--- src/rtl/framed_command_receiver_crc16_top_defines.svh ---
// Assertion macros shared by the receiver modules.
`ifndef FRAMED_COMMAND_RECEIVER_CRC16_TOP_DEFINES_SVH
`define FRAMED_COMMAND_RECEIVER_CRC16_TOP_DEFINES_SVH

// Same-cycle implication, disabled while reset is asserted.
`define FCR_ASSERT_IMP(lbl, ck, rst_n, ante, cons, msg) \
	lbl: assert property (@(posedge ck) disable iff (!rst_n) (ante) |-> (cons)) \
		else $error(msg);

// Next-cycle implication, disabled while reset is asserted.
`define FCR_ASSERT_NXT(lbl, ck, rst_n, ante, cons, msg) \
	lbl: assert property (@(posedge ck) disable iff (!rst_n) (ante) |=> (cons)) \
		else $error(msg);

`endif

--- src/rtl/fcr_pkg.sv ---
package fcr_pkg;

	// Frame framing constants
	localparam logic [7:0] SYNC_FIRST    = 8'hAA;
	localparam logic [7:0] SYNC_SECOND   = 8'h55;
	localparam logic [7:0] FRAME_END     = 8'h0D;
	localparam logic [7:0] VALUE_CMD_MIN = 8'd9;
	localparam logic [7:0] LEN_SLACK     = 8'd3;
	localparam logic [15:0] CRC_INIT     = 16'hFFFF;
	localparam logic [15:0] CRC_POLY     = 16'hA001;
	localparam int unsigned MAX_FRAME_DEF = 64;
	localparam int unsigned COUNT_W       = 7;

	// Result status codes
	typedef enum logic [1:0] {
		ST_OK       = 2'd0,
		ST_CRC_ERR  = 2'd1,
		ST_OVERFLOW = 2'd2
	} fcr_status_t;

	typedef struct packed {
		fcr_status_t status;
		logic [7:0]  command;
		logic [7:0]  subfunction;
		logic [31:0] set_value;
		logic [7:0]  frame_length;
	} fcr_result_t;

	// Reflected Modbus CRC-16, one byte folded in
	function automatic logic [15:0] crc16_fold(input logic [15:0] crc, input logic [7:0] b);
		logic [15:0] c;
		c = crc ^ {8'h00, b};
		for (int i = 0; i < 8; i++) begin
			if (c[0]) begin
				c = (c >> 1) ^ CRC_POLY;
			end else begin
				c = c >> 1;
			end
		end
		return c;
	endfunction

endpackage

--- src/rtl/fcr_frame.sv ---
`include "framed_command_receiver_crc16_top_defines.svh"

module fcr_frame import fcr_pkg::*; #(
	parameter int unsigned MAX_FRAME = MAX_FRAME_DEF
) (
	input  logic        clk,
	input  logic        arst_n,
	input  logic        en,
	input  logic [7:0]  rx,
	output logic        res_valid,
	output fcr_result_t res
);

	localparam logic [COUNT_W-1:0] MaxFrameC = COUNT_W'(MAX_FRAME);

	logic                in_frame_q, in_frame_d;
	logic [7:0]          prev_q, prev_d;
	logic [COUNT_W-1:0]  count_q, count_d;
	logic [7:0]          len_q, len_d;
	logic [7:0]          cmd_q, cmd_d;
	logic [31:0]         val_q, val_d;
	logic [15:0]         crc_q, crc_d;
	logic [7:0]          lag_q [3];
	logic [7:0]          lag_d [3];
	logic [7:0]          n;
	logic                frame_end;
	logic                crc_match;

	assign n = {1'b0, count_q} + 8'd1;

	// Per-byte frame state update and result decision
	always_comb begin
		in_frame_d = in_frame_q;
		prev_d     = prev_q;
		count_d    = count_q;
		len_d      = len_q;
		cmd_d      = cmd_q;
		val_d      = val_q;
		crc_d      = crc_q;
		lag_d      = lag_q;
		frame_end  = 1'b0;
		crc_match  = 1'b0;
		res_valid  = 1'b0;
		res        = '{status: ST_OK, command: 8'd0, subfunction: 8'd0,
		               set_value: 32'd0, frame_length: len_q};

		if (!in_frame_q) begin
			// sync hunt
			if (prev_q == SYNC_FIRST && rx == SYNC_SECOND) begin
				in_frame_d = 1'b1;
				prev_d     = 8'd0;
				count_d    = '0;
				len_d      = 8'd0;
				cmd_d      = 8'd0;
				val_d      = 32'd0;
				crc_d      = CRC_INIT;
				lag_d      = '{default: 8'd0};
			end else begin
				prev_d = rx;
			end
		end else if (count_q >= MaxFrameC) begin
			// overflow: drop byte, report, go back to hunting
			res_valid    = 1'b1;
			res.status   = ST_OVERFLOW;
			in_frame_d   = 1'b0;
			prev_d       = 8'd0;
			count_d      = '0;
		end else begin
			case (count_q)
				COUNT_W'(0): len_d = rx;
				COUNT_W'(2): cmd_d = rx;
				COUNT_W'(3): val_d[7:0]   = rx;
				COUNT_W'(4): val_d[15:8]  = rx;
				COUNT_W'(5): val_d[23:16] = rx;
				COUNT_W'(6): val_d[31:24] = rx;
				default: ;
			endcase

			// CRC runs three bytes behind the newest
			if (count_q >= COUNT_W'(3)) begin
				crc_d = crc16_fold(crc_q, lag_q[2]);
			end

			frame_end = (rx == FRAME_END) && (n >= 8'd4) && ((n + LEN_SLACK) == len_d);
			crc_match = (lag_q[1] == crc_d[15:8]) && (lag_q[0] == crc_d[7:0]);

			if (frame_end) begin
				res_valid        = 1'b1;
				res.frame_length = len_d;
				if (crc_match) begin
					res.status      = ST_OK;
					res.command     = cmd_d;
					res.subfunction = val_d[31:24];
					res.set_value   = (cmd_d >= VALUE_CMD_MIN) ? val_d : 32'd0;
				end else begin
					res.status = ST_CRC_ERR;
				end
				in_frame_d = 1'b0;
				prev_d     = 8'd0;
				count_d    = '0;
			end else begin
				lag_d[2] = lag_q[1];
				lag_d[1] = lag_q[0];
				lag_d[0] = rx;
				count_d  = n[COUNT_W-1:0];
			end
		end

		if (!en) begin
			res_valid = 1'b0;
		end
	end

	// Frame state registers
	always_ff @(posedge clk or negedge arst_n) begin
		if (!arst_n) begin
			in_frame_q <= 1'b0;
			prev_q     <= 8'd0;
			count_q    <= '0;
			len_q      <= 8'd0;
			cmd_q      <= 8'd0;
			val_q      <= 32'd0;
			crc_q      <= CRC_INIT;
			lag_q      <= '{default: 8'd0};
		end else if (en) begin
			in_frame_q <= in_frame_d;
			prev_q     <= prev_d;
			count_q    <= count_d;
			len_q      <= len_d;
			cmd_q      <= cmd_d;
			val_q      <= val_d;
			crc_q      <= crc_d;
			lag_q      <= lag_d;
		end
	end

	`FCR_ASSERT_IMP(a_res_in_frame, clk, arst_n, res_valid, in_frame_q && en,
		"result raised outside a frame")
	`FCR_ASSERT_NXT(a_res_leaves, clk, arst_n, res_valid, !in_frame_q,
		"frame not left after a result")
	`FCR_ASSERT_NXT(a_cnt_step, clk, arst_n, en && in_frame_q && !res_valid,
		in_frame_q && (count_q == $past(count_q) + COUNT_W'(1)),
		"byte count did not advance by one")

endmodule

--- src/rtl/fcr_out_buf.sv ---
`include "framed_command_receiver_crc16_top_defines.svh"

module fcr_out_buf import fcr_pkg::*; (
	input  logic        clk,
	input  logic        arst_n,
	input  logic        push,
	input  fcr_result_t push_res,
	output logic        room,
	output logic        m_valid,
	input  logic        m_ready,
	output fcr_result_t m_res
);

	logic        out_valid_q;
	logic        skid_valid_q;
	fcr_result_t out_q;
	fcr_result_t skid_q;
	logic        pop;
	logic        load_out;

	assign pop      = out_valid_q && m_ready;
	assign load_out = !out_valid_q || pop;
	assign room     = !skid_valid_q;
	assign m_valid  = out_valid_q;
	assign m_res    = out_q;

	// Occupancy flags
	always_ff @(posedge clk or negedge arst_n) begin
		if (!arst_n) begin
			out_valid_q  <= 1'b0;
			skid_valid_q <= 1'b0;
		end else if (load_out) begin
			out_valid_q  <= skid_valid_q || push;
			skid_valid_q <= skid_valid_q && push;
		end else if (push) begin
			skid_valid_q <= 1'b1;
		end
	end

	// Result payload: output register fed from skid first
	always_ff @(posedge clk) begin
		if (load_out) begin
			out_q <= skid_valid_q ? skid_q : push_res;
			if (skid_valid_q && push) begin
				skid_q <= push_res;
			end
		end else if (push) begin
			skid_q <= push_res;
		end
	end

	`FCR_ASSERT_IMP(a_skid_order, clk, arst_n, skid_valid_q, out_valid_q,
		"skid entry held while output register empty")
	`FCR_ASSERT_IMP(a_no_overrun, clk, arst_n, push, !skid_valid_q,
		"result pushed into a full buffer")

endmodule

--- src/rtl/framed_command_receiver_crc16_top.sv ---
// Framed command receiver with Modbus CRC-16 check.
// s_axis carries one received serial byte per request in s_axis_tdata[7:0].
// The block hunts for the sync pair 0xAA 0x55, collects the frame, checks
// the CRC and sends at most one result request per frame on m_axis:
// tuser holds the status (ok, crc mismatch, overflow), tdata the command,
// subfunction, 32-bit value and length byte.
// A byte is registered in the input register; its result is decided
// combinationally from there and is registered in the result buffer when
// that byte leaves the input register.
// Throughput: one byte per cycle while s_axis_tready is high; the CRC byte
// fold and frame compare are combinational between input and result registers.
// A two-entry result buffer (output register plus skid) lets input keep
// flowing while a result waits. Once both entries are held, the input
// register still takes one more byte if it is empty; s_axis_tready then
// stays low until m_axis takes a result, and is high again right after that edge.
// Reset (arst_n low) returns the block to sync hunting with empty buffers.
module framed_command_receiver_crc16_top import fcr_pkg::*; #(
	parameter int unsigned MAX_FRAME = MAX_FRAME_DEF
) (
	input  logic        clk,
	input  logic        arst_n,
	input  logic        s_axis_tvalid,
	output logic        s_axis_tready,
	input  logic [7:0]  s_axis_tdata,   // [7:0] rx_byte
	output logic        m_axis_tvalid,
	input  logic        m_axis_tready,
	output logic [55:0] m_axis_tdata,   // [7:0] command, [15:8] subfunction,
	                                    // [47:16] set_value, [55:48] frame_length
	output logic [1:0]  m_axis_tuser    // [1:0] status
);

	logic        valid_s1;
	logic [7:0]  rx_s1;
	logic        room;
	logic        advance;
	logic        accept;
	logic        res_valid;
	fcr_result_t res;
	fcr_result_t m_res;

	assign advance       = valid_s1 && room;
	assign s_axis_tready = !valid_s1 || room;
	assign accept        = s_axis_tvalid && s_axis_tready;

	// Input stage
	always_ff @(posedge clk or negedge arst_n) begin
		if (!arst_n) begin
			valid_s1 <= 1'b0;
		end else if (accept) begin
			valid_s1 <= 1'b1;
		end else if (advance) begin
			valid_s1 <= 1'b0;
		end
	end

	always_ff @(posedge clk) begin
		if (accept) begin
			rx_s1 <= s_axis_tdata;
		end
	end

	fcr_frame #(
		.MAX_FRAME(MAX_FRAME)
	) u_frame (
		.clk      (clk),
		.arst_n   (arst_n),
		.en       (advance),
		.rx       (rx_s1),
		.res_valid(res_valid),
		.res      (res)
	);

	fcr_out_buf u_out_buf (
		.clk     (clk),
		.arst_n  (arst_n),
		.push    (res_valid),
		.push_res(res),
		.room    (room),
		.m_valid (m_axis_tvalid),
		.m_ready (m_axis_tready),
		.m_res   (m_res)
	);

	assign m_axis_tdata = {m_res.frame_length, m_res.set_value, m_res.subfunction,
	                       m_res.command};
	assign m_axis_tuser = m_res.status;

endmodule

--- config.mk ---
export PLATFORM = sky130hd
export DESIGN_NAME = framed_command_receiver_crc16_top
export DESIGN_NICKNAME = d
export VERILOG_FILES = /design/src/rtl/fcr_pkg.sv /design/src/rtl/fcr_frame.sv /design/src/rtl/fcr_out_buf.sv /design/src/rtl/framed_command_receiver_crc16_top.sv
export VERILOG_INCLUDE_DIRS = /design/src /design/src/rtl
export SDC_FILE = /design/constraint.sdc
export NUM_CORES = 1
export LEC_CHECK = 0
export BUFFER_PORTS_ARGS = -buffer_cell sky130_fd_sc_hd__buf_4
export CORE_ASPECT_RATIO = 0.7
export CORE_MARGIN = 2
export CORE_UTILIZATION = 55
export CTS_CLUSTER_DIAMETER = 40
export DETAILED_ROUTE_END_ITERATION = 12
export HOLD_SLACK_MARGIN = 0.02
export PLACE_DENSITY_LB_ADDON = 0.12
export SYNTH_ARGS = -nofsm -noshare
export SYNTH_HDL_FRONTEND = slang
export SYNTH_SLANG_ARGS = --single-unit
export TNS_END_PERCENT = 100
--- constraint.sdc ---
create_clock -name clk -period 7.7 [get_ports clk]
set_input_delay 1.155 -clock clk [delete_from_list [all_inputs] [get_ports clk]]
set_output_delay 1.155 -clock clk [all_outputs]
set_load 0.01 [all_outputs]
==> results_dict.tcl <==
set metrics [dict create \
    ctsResizeCount 0 \
    synth_area_um2 10900 \
    ir_drop_mv 0.145 \
    dpl.cell_count 1211 \
    num_rows 43 \
    worstSetupPathType "flop to flop" \
    cts.sinks 231 \
    skew_ps 17.0 \
    ys.warnings.count 0 \
    cp-start-kind "flop" \
    cp_max_fo 58 \
    gp_congestion 0.925 \
    synth_simple_gate_area_frac 0.127 \
    fillers 1521 \
    insertion_delay_ps 540 \
    antenna_found_initial 1 \
    crit_family "simple AND/OR/NAND/NOR gates" \
    drtIter0Drc 758 \
    area_growth_pct 15.4 \
    power_w 0.00271 \
    ys.flop_type "edfxtp_1" \
    hold_class "flop to flop" \
    place_area_um2 11700 \
    instances_no_fill 1262 \
    io_buffers 71 \
    maxSlewHeadroom 0.350 \
    synth_top_family_by_area "compound AO/OA/AOI/OAI gates" \
    synth_cell_types 70 \
    synthAdderAreaFrac 0.00458 \
    drcViolationCount 0 \
    clockBufferDepth 3 \
    worst_pin_slew_ps 975 \
    r2r-start "u_frame.count_q[6]" \
    synth-edff-count 124 \
    fin_crit_sh 0.600 \
    overflow 0 \
    htreeDepth 1 \
    cp-end-kind "flop" \
    reg2reg_to "u_out_buf.skid_q[40]" \
    cp.arrival_ps 4780 \
    postRouteAntennaNets 0 \
    crit_path_top_delay_cell "nor4_4" \
    synthesis.nets 930 \
    path_clk_slew_ps 60 \
    cts_buffers 27 \
    wl_per_cell_um 19.7 \
    maxCapViolations 0 \
    worst_path_largest_cell_delay_ps 740 \
    grt_use_total 0.242 \
    fp.dieArea_um2 21000 \
    grt_pass1_vias 6858 \
    initial_utilization 0.556 \
    stdcell_area_um2 12600 \
    hpwl_mm 15.4 \
    drive_gt1_frac 0.221 \
    worstPathRequired_ps 7860 \
    synth_compound_area_frac 0.161 \
    powerDensity_nw_per_um2 215 \
    ys_seq_area_frac 0.588 \
    core_area_um2 19600 \
    cp.buffers_inverters 1 \
    p_leak_nw 5.29 \
    fin_nets 986 \
    ys_seq_elements 231 \
    finalSetupViolations 0 \
    synth_xor_area_frac 0.0433 \
    final_max_slew_viol_count 0 \
    first_pass_iters 5 \
    finalHoldViolations 0 \
    outcome "finished, final reports clean" \
    synth_mux_area_frac 0.0478 \
    fmax_mhz 217 \
    rsz0062_at_grt "no" \
    grt_max_degree 87 \
    syn-instance-count 914 \
    min_from "u_frame.val_q[27]" \
    root_buffer "clkbuf_16" \
    viasPerCell 5.84 \
    min_period_ps 4620 \
    postCtsSetupBuffers 0 \
    async_flop_share 0.463 \
    die_h_um 122 \
    holdPathStages 2 \
    worstPathCellList "nor4_4, nand2_2, mux2i_1, xnor2_1, or4b_4, a2111oi_4, o21ai_0, nor3_2, buf_4" \
    tns_ps 0 \
    avgSynthCellArea_um2 12.0 \
    dieWidth_um 172 \
    r2r_cells 9 \
    totalWireLength_mm 24.8 \
    rrSetupSlack_ps 3080 \
    grt_pass1_wl_mm 39.3 \
    hold_path_end "u_frame.val_q[27]" \
    cts_tree "yes" \
    vias 7366 \
    cts_hold_buf 0 \
    pin_count 72 \
]
worst max-delay path by stage:
stage | from | cells after the start | to | slack [ps]
after floorplan | u_frame.count_q[0] | 12 | u_out_buf.skid_q[0] | 320
after global placement | u_frame.count_q[6] | 9 | u_out_buf.skid_q[43] | 3200
after detailed placement | u_frame.count_q[6] | 9 | u_out_buf.skid_q[45] | 3170
after CTS | u_frame.count_q[6] | 9 | u_out_buf.skid_q[11] | 3150
after global routing | u_frame.count_q[6] | 9 | u_out_buf.skid_q[11] | 2830
final | u_frame.count_q[6] | 9 | u_out_buf.skid_q[40] | 3080
state kept, by name (all words and copies together), names as in the netlist:
name / cells
rx_s1: 8
u_frame.cmd_q: 8
u_frame.count_q: 7
u_frame.crc_q: 16
u_frame.in_frame_q: 1
u_frame.lag_q: 24
u_frame.len_q: 8
u_frame.prev_q: 8
u_frame.val_q: 32
u_out_buf.m_res: 58
u_out_buf.m_valid: 1
u_out_buf.skid_q: 58
u_out_buf.skid_valid_q: 1
valid_s1: 1
where the power goes:
group,internal (W),leakage (nW),switching (W)
registers,0.00130,2.89,0.00000741
clock network,0.000804,0.454,0.000522
logic,0.0000262,1.95,0.0000463
total,0.00213,5.29,0.000576
layer usage:
| layer | up-vias | track usage | part of all wire |
|---|---|---|---|
| met1 | 3622 | 0.391 | 0.50 |
| li1 | 3476 | - | - |
| met3 | 38 | 0.0377 | 0.057 |
| met5 | - | 0 | 0 |
| met4 | 0 | 0.0604 | 0.021 |
| met2 | 230 | 0.341 | 0.42 |
per-stage QoR:
step / util / hold slack [ps] / setup slack, ps
4_1_cts: 0.642 / 482 / 3150
5_1_grt: 0.642 / 509 / 2830
3_3_place_gp: 0.594 / 457 / 3200
2_1_floorplan: - / 444 / 317
6_report: 0.642 / 476 / 3080
3_5_place_dp: 0.594 / 468 / 3170
area by class of cell:
type                       instances  area, µm²  share of cell area
inverter                           9       33.8             0.00268
clock buffer                      30        707              0.0561
clock inverter                    20        233              0.0185
timing repair buffer              89        668              0.0530
multi-input combinational        612       4200               0.333
antenna                            1       2.50            0.000199
sequential                       231       6420               0.510
tap                              270        338              0.0268
tightest hold or removal path, stage by stage, from the launching register on:
cell,delay (ps)
dfrtp_1,340
nand2_1,40
o21ai_0,60
cell usage after synthesis, types with 12 or more instances:
library cell / n / share of area
o31ai_1: 24 / 0.016
edfxtp_1: 124 / 0.34
mux2i_1: 33 / 0.030
nor3_1: 17 / 0.0078
mux2_2: 17 / 0.018
a21oi_1: 16 / 0.0073
o21ai_0: 38 / 0.017
buf_2: 12 / 0.0055
xnor2_1: 24 / 0.019
clkbuf_1: 42 / 0.014
a22o_1: 62 / 0.050
dfrtp_1: 91 / 0.21
xor2_1: 17 / 0.014
nand3_1: 16 / 0.0073
dfstp_2: 16 / 0.038
nor2_1: 67 / 0.023
nand2_1: 120 / 0.041
o31ai_2: 20 / 0.023
or2_2: 12 / 0.0069
kinds of logic after synthesis:
kind of cell | after synthesis
AO/OA/AOI/OAI | 217
buffers and inverters | 71
XOR/XNOR | 46
AND/OR/NAND/NOR | 295
flip-flops | 231
multiplexers | 50
adder cells (fa/ha/maj) | 4
cell usage in the layout (no fill, tap or decap), types with 17 or more instances in the layout:
cell,count
mux2_2,17
xor2_1,17
nor2_1,67
o21ai_0,38
buf_4,89
edfxtp_1,124
mux2i_1,33
dfrtp_1,90
xnor2_1,24
o31ai_2,20
nand2_1,120
o31ai_1,24
clkbuf_16,27
a22o_1,62
Note: power is estimated with default switching activity, not from simulation.
